File: src/design/dhcpv6_option_scanner_defines.svh
// Assertion macros for the DHCPv6 option scanner.
// Included by the top level; depends on nothing else.
`ifndef DHCPV6_OPTION_SCANNER_DEFINES_SVH
`define DHCPV6_OPTION_SCANNER_DEFINES_SVH

// Same-cycle implication, disabled while reset is low.
`define DOS_ASSERT_SAME(label, clk, rst_n, ante, cons) \
	label: assert property (@(posedge clk) disable iff (!rst_n) (ante) |-> (cons)) \
		else $error("dhcpv6_option_scanner: same-cycle check failed");

// Next-cycle implication, disabled while reset is low.
`define DOS_ASSERT_NEXT(label, clk, rst_n, ante, cons) \
	label: assert property (@(posedge clk) disable iff (!rst_n) (ante) |=> (cons)) \
		else $error("dhcpv6_option_scanner: next-cycle check failed");

`endif

File: src/design/dos_pkg.sv
// Shared types and constants for the DHCPv6 option scanner.
// No dependencies; imported by every module of the block.
package dos_pkg;

	localparam int unsigned CFG_IDX_W = 2;
	localparam int unsigned CFG_DATA_W = 16;
	localparam int unsigned OFFSET_W = 17;

	localparam logic [CFG_IDX_W-1:0] REG_TARGET_CODE  = 2'd0;
	localparam logic [CFG_IDX_W-1:0] REG_WINDOW_START = 2'd1;
	localparam logic [CFG_IDX_W-1:0] REG_WINDOW_END   = 2'd2;

	localparam logic [CFG_DATA_W-1:0] WINDOW_END_RESET = 16'hFFFF;
	localparam logic [OFFSET_W-1:0]   OFFSET_MAX       = 17'h1FFFF;

	localparam logic KIND_MATCH = 1'b0;
	localparam logic KIND_DONE  = 1'b1;

	localparam logic STATUS_OK  = 1'b0;
	localparam logic STATUS_ERR = 1'b1;

	typedef struct packed {
		logic [15:0] target_code;
		logic [15:0] window_start;
		logic [15:0] window_end;
	} cfg_t;

	typedef struct packed {
		logic        kind;
		logic        status;
		logic [15:0] option_offset;
		logic [15:0] option_size;
		logic        run_end;
	} res_t;

endpackage

File: src/design/dos_cfg_regs.sv
// Configuration registers of the DHCPv6 option scanner.
// Depends on dos_pkg for register indexes and the cfg_t bundle.
module dos_cfg_regs (
	input  logic                           clk,
	input  logic                           arst_n,
	input  logic                           we,
	input  logic [dos_pkg::CFG_IDX_W-1:0]  index,
	input  logic [dos_pkg::CFG_DATA_W-1:0] wdata,
	output dos_pkg::cfg_t                  cfg
);
	import dos_pkg::*;

	cfg_t cfg_q;

	always_ff @(posedge clk or negedge arst_n) begin
		if (!arst_n) begin
			cfg_q.target_code  <= '0;
			cfg_q.window_start <= '0;
			cfg_q.window_end   <= WINDOW_END_RESET;
		end else if (we) begin
			case (index)
				REG_TARGET_CODE:  cfg_q.target_code  <= wdata;
				REG_WINDOW_START: cfg_q.window_start <= wdata;
				REG_WINDOW_END:   cfg_q.window_end   <= wdata;
				default: ;
			endcase
		end
	end

	assign cfg = cfg_q;

endmodule

File: src/design/dos_walker.sv
// Input register and option-walk state of the DHCPv6 option scanner.
// Depends on dos_pkg; produces up to two results per byte for dos_out_buf.
module dos_walker (
	input  logic          clk,
	input  logic          arst_n,
	input  logic          in_valid,
	output logic          in_ready,
	input  logic [7:0]    in_data,
	input  logic          in_last,
	input  dos_pkg::cfg_t cfg,
	input  logic          load_ok,
	output logic          load,
	output dos_pkg::res_t res0,
	output dos_pkg::res_t res1,
	output logic [1:0]    res_cnt
);
	import dos_pkg::*;

	typedef enum logic [1:0] {
		PH_SKIP   = 2'd0,
		PH_HEADER = 2'd1,
		PH_BODY   = 2'd2,
		PH_DONE   = 2'd3
	} phase_t;

	logic                valid_s1;
	logic [7:0]          byte_s1;
	logic                last_s1;

	logic [OFFSET_W-1:0] off_q, off_n;
	phase_t              phase_q, phase_n;
	logic [1:0]          hc_q, hc_n;
	logic [15:0]         code_q, code_n;
	logic [15:0]         len_q, len_n;
	logic [15:0]         begin_q, begin_n;
	logic [16:0]         limit_q, limit_n;
	logic                matched_q, matched_n;

	logic                advance;
	logic                match_v, done_v, done_st, bnd;
	logic [17:0]         p18, q18, w18, lim18;
	res_t                match_r, done_r;

	assign advance  = valid_s1 && load_ok;
	assign in_ready = !valid_s1 || load_ok;

	always_ff @(posedge clk or negedge arst_n) begin
		if (!arst_n) begin
			valid_s1 <= 1'b0;
		end else if (in_ready) begin
			valid_s1 <= in_valid;
		end
	end

	always_ff @(posedge clk) begin
		if (in_valid && in_ready) begin
			byte_s1 <= in_data;
			last_s1 <= in_last;
		end
	end

	always_comb begin
		off_n     = off_q;
		phase_n   = phase_q;
		hc_n      = hc_q;
		code_n    = code_q;
		len_n     = len_q;
		begin_n   = begin_q;
		limit_n   = limit_q;
		matched_n = matched_q;
		match_v   = 1'b0;
		done_v    = 1'b0;
		done_st   = STATUS_OK;
		bnd       = 1'b0;
		lim18     = '0;
		p18       = {1'b0, off_q};
		q18       = p18 + 18'd1;
		w18       = {2'b00, cfg.window_end};

		// enter the window
		if (phase_n == PH_SKIP && off_q >= {1'b0, cfg.window_start}) begin
			if (p18 >= w18) begin
				done_v  = 1'b1;
				phase_n = PH_DONE;
			end else if (p18 + 18'd4 > w18) begin
				done_v  = 1'b1;
				done_st = STATUS_ERR;
				phase_n = PH_DONE;
			end else begin
				phase_n = PH_HEADER;
				hc_n    = 2'd0;
				begin_n = off_q[15:0];
			end
		end

		// collect header, track body
		if (phase_n == PH_HEADER) begin
			if (!hc_n[1]) begin
				code_n = {code_n[7:0], byte_s1};
			end else begin
				len_n = {len_n[7:0], byte_s1};
			end
			if (hc_n == 2'd3) begin
				hc_n      = 2'd0;
				lim18     = {2'b00, begin_n} + 18'd4 + {2'b00, len_n};
				limit_n   = lim18[16:0];
				matched_n = (code_n == cfg.target_code);
				if (lim18 > w18) begin
					done_v  = 1'b1;
					done_st = STATUS_ERR;
					phase_n = PH_DONE;
				end else if (len_n == 16'd0) begin
					match_v = matched_n;
					bnd     = 1'b1;
				end else begin
					phase_n = PH_BODY;
				end
			end else begin
				hc_n = hc_n + 2'd1;
			end
		end else if (phase_n == PH_BODY) begin
			if (q18 >= {1'b0, limit_n}) begin
				match_v = matched_n;
				bnd     = 1'b1;
			end
		end

		match_r.kind          = KIND_MATCH;
		match_r.status        = STATUS_OK;
		match_r.option_offset = begin_n;
		match_r.option_size   = len_n + 16'd4;

		// option boundary or end of message
		if (bnd) begin
			if (last_s1 || q18 >= w18) begin
				done_v  = 1'b1;
				phase_n = PH_DONE;
			end else if (q18 + 18'd4 > w18) begin
				done_v  = 1'b1;
				done_st = STATUS_ERR;
				phase_n = PH_DONE;
			end else begin
				phase_n = PH_HEADER;
				hc_n    = 2'd0;
				begin_n = q18[15:0];
			end
		end else if (last_s1 && phase_n != PH_DONE) begin
			done_v  = 1'b1;
			done_st = (phase_n == PH_SKIP) ? STATUS_OK : STATUS_ERR;
			phase_n = PH_DONE;
		end

		match_r.run_end       = !done_v;

		done_r.kind          = KIND_DONE;
		done_r.status        = done_st;
		done_r.option_offset = '0;
		done_r.option_size   = '0;
		done_r.run_end       = 1'b1;

		if (match_v) begin
			res0    = match_r;
			res1    = done_r;
			res_cnt = done_v ? 2'd2 : 2'd1;
		end else begin
			res0    = done_r;
			res1    = done_r;
			res_cnt = done_v ? 2'd1 : 2'd0;
		end

		// rearm on the last byte
		if (last_s1) begin
			off_n     = '0;
			phase_n   = PH_SKIP;
			hc_n      = '0;
			code_n    = '0;
			len_n     = '0;
			begin_n   = '0;
			limit_n   = '0;
			matched_n = 1'b0;
		end else if (off_q != OFFSET_MAX) begin
			off_n = off_q + 1'b1;
		end
	end

	assign load = advance && (res_cnt != 2'd0);

	always_ff @(posedge clk or negedge arst_n) begin
		if (!arst_n) begin
			off_q     <= '0;
			phase_q   <= PH_SKIP;
			hc_q      <= '0;
			code_q    <= '0;
			len_q     <= '0;
			begin_q   <= '0;
			limit_q   <= '0;
			matched_q <= 1'b0;
		end else if (advance) begin
			off_q     <= off_n;
			phase_q   <= phase_n;
			hc_q      <= hc_n;
			code_q    <= code_n;
			len_q     <= len_n;
			begin_q   <= begin_n;
			limit_q   <= limit_n;
			matched_q <= matched_n;
		end
	end

endmodule

File: src/design/dos_out_buf.sv
// Two-entry result buffer of the DHCPv6 option scanner.
// Depends on dos_pkg for res_t; loaded by dos_walker, drained one beat a cycle while out_ready is high.
module dos_out_buf (
	input  logic          clk,
	input  logic          arst_n,
	input  logic          load,
	input  dos_pkg::res_t res0,
	input  dos_pkg::res_t res1,
	input  logic [1:0]    res_cnt,
	output logic          out_valid,
	input  logic          out_ready,
	output dos_pkg::res_t out_res,
	output logic          load_ok,
	output logic [1:0]    count
);
	import dos_pkg::*;

	logic [1:0] cnt_q;
	res_t       head_q;
	res_t       tail_q;
	logic       fire;

	assign out_valid = (cnt_q != 2'd0);
	assign fire      = out_valid && out_ready;
	assign load_ok   = (cnt_q == 2'd0) || (cnt_q == 2'd1 && fire);
	assign out_res   = head_q;
	assign count     = cnt_q;

	always_ff @(posedge clk or negedge arst_n) begin
		if (!arst_n) begin
			cnt_q <= 2'd0;
		end else if (load) begin
			cnt_q <= res_cnt;
		end else if (fire) begin
			cnt_q <= cnt_q - 2'd1;
		end
	end

	always_ff @(posedge clk) begin
		if (load) begin
			head_q <= res0;
			tail_q <= res1;
		end else if (fire) begin
			head_q <= tail_q;
		end
	end

endmodule

File: src/design/dhcpv6_option_scanner.sv
// DHCPv6 option scanner: walks options in a byte window and reports matches and a done beat.
// A byte's results pass through the input register and then the result buffer before they appear.
// Throughput: one byte per cycle while m_axis_tready is high; a byte causing a match and a done takes two output beats,
// so the input stalls while the two-entry result buffer drains.
// Reset: arst_n low clears the walk state, the buffers and the registers to their defaults.
// Depends on dos_pkg, dos_cfg_regs, dos_walker, dos_out_buf and the defines header.
`include "dhcpv6_option_scanner_defines.svh"

module dhcpv6_option_scanner (
	input  logic                           clk,
	input  logic                           arst_n,
	input  logic                           s_axis_tvalid,
	output logic                           s_axis_tready,
	input  logic [7:0]                     s_axis_tdata,  // [7:0] data_byte
	input  logic                           s_axis_tlast,
	output logic                           m_axis_tvalid,
	input  logic                           m_axis_tready,
	output logic [39:0]                    m_axis_tdata,  // [0] status, [16:1] option_offset,
	                                                      // [32:17] option_size, [39:33] zero
	output logic                           m_axis_tuser,  // [0] kind
	output logic                           m_axis_tlast,
	input  logic                           cfg_we,
	input  logic [dos_pkg::CFG_IDX_W-1:0]  cfg_index,
	input  logic [dos_pkg::CFG_DATA_W-1:0] cfg_wdata
);
	import dos_pkg::*;

	cfg_t       cfg;
	res_t       res0, res1, out_res;
	logic [1:0] res_cnt, buf_count;
	logic       load, load_ok;

	dos_cfg_regs u_cfg (
		.clk    (clk),
		.arst_n (arst_n),
		.we     (cfg_we),
		.index  (cfg_index),
		.wdata  (cfg_wdata),
		.cfg    (cfg)
	);

	dos_walker u_walker (
		.clk      (clk),
		.arst_n   (arst_n),
		.in_valid (s_axis_tvalid),
		.in_ready (s_axis_tready),
		.in_data  (s_axis_tdata),
		.in_last  (s_axis_tlast),
		.cfg      (cfg),
		.load_ok  (load_ok),
		.load     (load),
		.res0     (res0),
		.res1     (res1),
		.res_cnt  (res_cnt)
	);

	dos_out_buf u_out (
		.clk       (clk),
		.arst_n    (arst_n),
		.load      (load),
		.res0      (res0),
		.res1      (res1),
		.res_cnt   (res_cnt),
		.out_valid (m_axis_tvalid),
		.out_ready (m_axis_tready),
		.out_res   (out_res),
		.load_ok   (load_ok),
		.count     (buf_count)
	);

	assign m_axis_tdata = {7'd0, out_res.option_size, out_res.option_offset, out_res.status};
	assign m_axis_tuser = out_res.kind;
	assign m_axis_tlast = out_res.run_end;

	`DOS_ASSERT_SAME(a_load_into_free_buf, clk, arst_n, load,
		(buf_count == 2'd0) || (buf_count == 2'd1 && m_axis_tvalid && m_axis_tready))
	`DOS_ASSERT_SAME(a_only_match_before_done, clk, arst_n, m_axis_tvalid && !m_axis_tlast,
		m_axis_tuser == KIND_MATCH)
	`DOS_ASSERT_NEXT(a_done_follows_match, clk, arst_n,
		m_axis_tvalid && m_axis_tready && !m_axis_tlast,
		m_axis_tvalid && m_axis_tuser == KIND_DONE)

endmodule
File: config.mk
export PLATFORM = sky130hd
export DESIGN_NAME = dhcpv6_option_scanner
export DESIGN_NICKNAME = d
export VERILOG_FILES = /design/src/design/dos_pkg.sv /design/src/design/dos_cfg_regs.sv /design/src/design/dos_walker.sv /design/src/design/dos_out_buf.sv /design/src/design/dhcpv6_option_scanner.sv
export VERILOG_INCLUDE_DIRS = /design/src /design/src/design
export SDC_FILE = /design/constraint.sdc
export NUM_CORES = 1
export LEC_CHECK = 0
export BUFFER_PORTS_ARGS = -buffer_cell sky130_fd_sc_hd__buf_4
export CAP_MARGIN = 20
export CORE_MARGIN = 5
export CORE_UTILIZATION = 38
export DETAILED_ROUTE_END_ITERATION = 8
export GPL_TIMING_DRIVEN = 1
export PLACE_DENSITY = 0.59
export SLEW_MARGIN = 30
export SYNTH_ARGS = -nofsm -noshare
export SYNTH_HDL_FRONTEND = slang
export SYNTH_HIERARCHICAL = 1
export SYNTH_SLANG_ARGS = --single-unit
File: constraint.sdc
create_clock -name clk -period 9.7 [get_ports clk]
set_input_delay 0.97 -clock clk [delete_from_list [all_inputs] [get_ports clk]]
set_output_delay 0.97 -clock clk [all_outputs]
set_load 0.02 [all_outputs]
==> flow_metrics.env <==
export IMPL_hold_path_class="input port to async pin"
export IMPL_switchingPower_mw=1.26
export IMPL_htreeDepth=1
export IMPL_slew_headroom_pct=44.4
export IMPL_root_buffer="clkbuf_16"
export IMPL_p_comb_share_pct=34.4
export IMPL_synthCells=1457
export IMPL_path_max_fanout=76
export IMPL_ff2ff_path_depth=37
export IMPL_antenna_found_initial=1
export IMPL_outcome="finished clean"
export IMPL_synth_edf_count=79
export IMPL_drc=0
export IMPL_fin_skew_ns=0.0140
export IMPL_start_kind="register"
export IMPL_grt_max_degree=77
export IMPL_yosysSeqAreaShare_pct=39.2
export IMPL_ant_nets=0
export IMPL_fmax_ghz=0.109
export IMPL_syn_area_mm2=0.0149
export IMPL_start_util_pct=38.5
export IMPL_cts_max_path_buffers=3
export IMPL_power_leakage_nw=7.62
export IMPL_rsz0062_at_grt="no"
export IMPL_crit_buf_inv=3
export IMPL_clkSlewWorstSetupHoldPaths_ns=0.06
export IMPL_grt_pass1_wl_mm=65.5
export IMPL_tightest_slew_ns=0.832
export IMPL_gp_congestion=0.944
export IMPL_critical_path_arrival_ns=9.63
export IMPL_end_kind="register"
export IMPL_drv_slew=0
export IMPL_dieWidth_um=208
export IMPL_numPortBuffers=68
export IMPL_dr_total_vias=11301
export IMPL_cts_tree="built"
export IMPL_setup_viol=0
export IMPL_final_layout_size_suffix_gt1_share_pct=18.2
export IMPL_p_clk_share_pct=26.3
export IMPL_p_sw_share_pct=35.8
export IMPL_mostFrequentLayoutCells="151 x ha_1, 121 x dfrtp_1, 115 x nand2_1"
export IMPL_routed_wirelength_mm=41.5
export IMPL_critPathKind="register to register"
export IMPL_finalCritPeriodShare_pct=94.7
export IMPL_cp_top_family="compound AO/OA/AOI/OAI gates"
export IMPL_die_area_mm2=0.0433
export IMPL_ir_drop_mv=0.153
export IMPL_seq_power_share_pct=39.3
export IMPL_finalHoldViolations=0
export IMPL_critical_path_slowest_cell="or4b_1"
export IMPL_finalSetupTns_ns=0
export IMPL_wire_per_inst_um=20.2
export IMPL_critPathMostFrequentCell="ha_1"
export IMPL_yosys_warnings=6
export IMPL_die_h_um=208
export IMPL_maxCapViolCount=0
export IMPL_dpl_hpwl_mm=31.2
export IMPL_power_per_cell_area_mw_per_mm2=210
export IMPL_async_flop_share_pct=63.6
export IMPL_areaGrowthSynthToFinish_pct=12.0
export IMPL_required_ns=10.15
export IMPL_nets=1707
export IMPL_core_area_mm2=0.0387
export IMPL_cts_buffers=25
export IMPL_cpPeakStageDelay_ns=0.60
export IMPL_ys_flop_type="dfrtp_1"
export IMPL_dr_pass1_iters=6
export IMPL_intPower_mw=2.26
export IMPL_viasPerCell=5.49
export IMPL_track_usage_pct=18.8
export IMPL_cts_hold_buf=0
export IMPL_overflow=0
export IMPL_multi_input_area_mm2=0.00822
export IMPL_avgSynthCellArea_um2=10.2
export IMPL_drt_iter0_drc=890
export IMPL_synth_seq_cells=217
export IMPL_synth_cell_types=88
export IMPL_cp_depth=37
export IMPL_finish_utilization_pct=43.1
export IMPL_final_common_cell="ha_1"
export IMPL_grt_pass1_vias=11338
export IMPL_fin_crit_ns=9.19
export IMPL_diodes=0
export IMPL_rows=72
export IMPL_insertion_delay_ns=0.54
export IMPL_nFillCells=3737
export IMPL_seqCellArea_mm2=0.00585
export IMPL_io_pin_count=76
export IMPL_clock_sinks=217
sequential cells by signal (all words and copies together), names as in the netlist, 16 cells and up:
register          cells
u_walker/limit_q     17
u_walker/begin_q     16
u_out/out_res        35
u_walker/off_q       17
u_out/tail_q         35
u_cfg/cfg            48
u_walker/len_q       16
u_walker/code_q      16
logic make-up (layout without fill, tap and decap cells):
logic type | count (synthesis) | after routing | share of synthesized area (%)
and+or+nand+nor | 376 | 376 | 12.8
DFF | 217 | 217 | 39.2
xor gates and xnor gates | 81 | 81 | 4.89
AOI/OAI and AO/OA | 290 | 290 | 13.8
muxes | 131 | 131 | 9.58
adders and majority gates | 152 | 152 | 12.8
other | 3 | 41 | 0.0756
buffers and inverters | 207 | 253 | 6.87
metrics by stage:
step,setup slack [ns],std cells,instance area (um^2),hold WS (ns),power [mW]
finish,0.514,2059,16700,0.425,3.51
floorplan,0.0639,1495,15000,0.446,2.16
detailed placement,0.307,2011,15900,0.469,2.61
global placement,0.559,2011,15800,0.462,2.58
global route,0.00268,2059,16700,0.475,3.71
CTS,0.252,2056,16600,0.438,3.55
layer usage:
metal / share of wire [%] / vias to the layer above / track usage, %
li1: - / 5332 / -
met1: 44 / 5544 / 24.7
met2: 48 / 341 / 32.5
met3: 4.9 / 84 / 2.09
met4: 3.0 / 0 / 5.73
met5: 0 / - / 0
worst paths after layout:
path / startpoint / to / slack (ns)
worst max-delay path: u_walker/off_q[3]$_DFFE_PN0P_ / u_out/count[0]$_DFFE_PN0P_ / 0.51
worst min-delay path: arst_n / u_walker/off_q[14]$_DFFE_PN0P_ / 0.43
worst max register to register: u_walker/off_q[3]$_DFFE_PN0P_ / u_out/count[0]$_DFFE_PN0P_ / 0.51
worst min register to register: u_walker/begin_q[9]$_DFFE_PN0P_ / u_walker/begin_q[9]$_DFFE_PN0P_ / 0.48
max in group asynchronous: arst_n / u_walker/off_q[2]$_DFFE_PN0P_ / 8.15
min in group clk: u_walker/begin_q[9]$_DFFE_PN0P_ / u_walker/begin_q[9]$_DFFE_PN0P_ / 0.48
power by group through the flow:
stage	combinational (mW)	sequential (mW)	clock, mW
finish	1.21	1.38	0.923
global route	1.32	1.40	0.988
CTS	1.21	1.39	0.950
detailed placement	1.21	1.40	0
global placement	1.18	1.40	0
floorplan	0.724	1.44	0
Yosys cell counts, types with 8 or more instances:
master | n | area, um^2
a211oi_1 | 17 | 128
a21o_1 | 13 | 97.6
a21oi_1 | 63 | 315
a22o_1 | 66 | 578
a31oi_1 | 8 | 50.1
buf_2 | 24 | 120
buf_4 | 45 | 338
clkbuf_1 | 20 | 75.1
dfrtp_1 | 122 | 3050
dfstp_2 | 16 | 420
edfxtp_1 | 79 | 2370
ha_1 | 151 | 1890
inv_1 | 109 | 409
mux2_2 | 89 | 1000
mux2i_1 | 41 | 410
nand2_1 | 116 | 435
nand2b_1 | 14 | 87.6
nand3_1 | 38 | 190
nand4_1 | 27 | 169
nor2_1 | 88 | 330
nor2b_1 | 12 | 75.1
nor3_1 | 22 | 110
nor4_1 | 15 | 93.8
o21ai_0 | 56 | 280
xnor2_1 | 55 | 482
xor2_1 | 25 | 219
worst register-to-register path, delay by kind of cell, from the launching register on:
kind                       cells  cell delay, ns
AOI/OAI and AO/OA             16            3.71
adders and majority gates      5            1.45
DFF                            1            0.40
buffers and inverters          3            0.77
and+or+nand+nor               11            2.51
xor gates and xnor gates       2            0.30
area by class of cell:
class | count | area share, %
well taps | 518 | 3.88
flip-flops and latches | 217 | 35.0
multi-input cells | 1071 | 49.3
inverters | 110 | 2.50
clock inverters | 5 | 0.330
repair buffers | 98 | 4.63
clock buffers | 40 | 4.38
repair_timing:
item                       4_1_cts  5_1_grt
setup endpoints to repair        0       72
buffers inserted                 0        3
gates resized for setup          0        7
No activity file was read; power rests on OpenSTA's default activity.
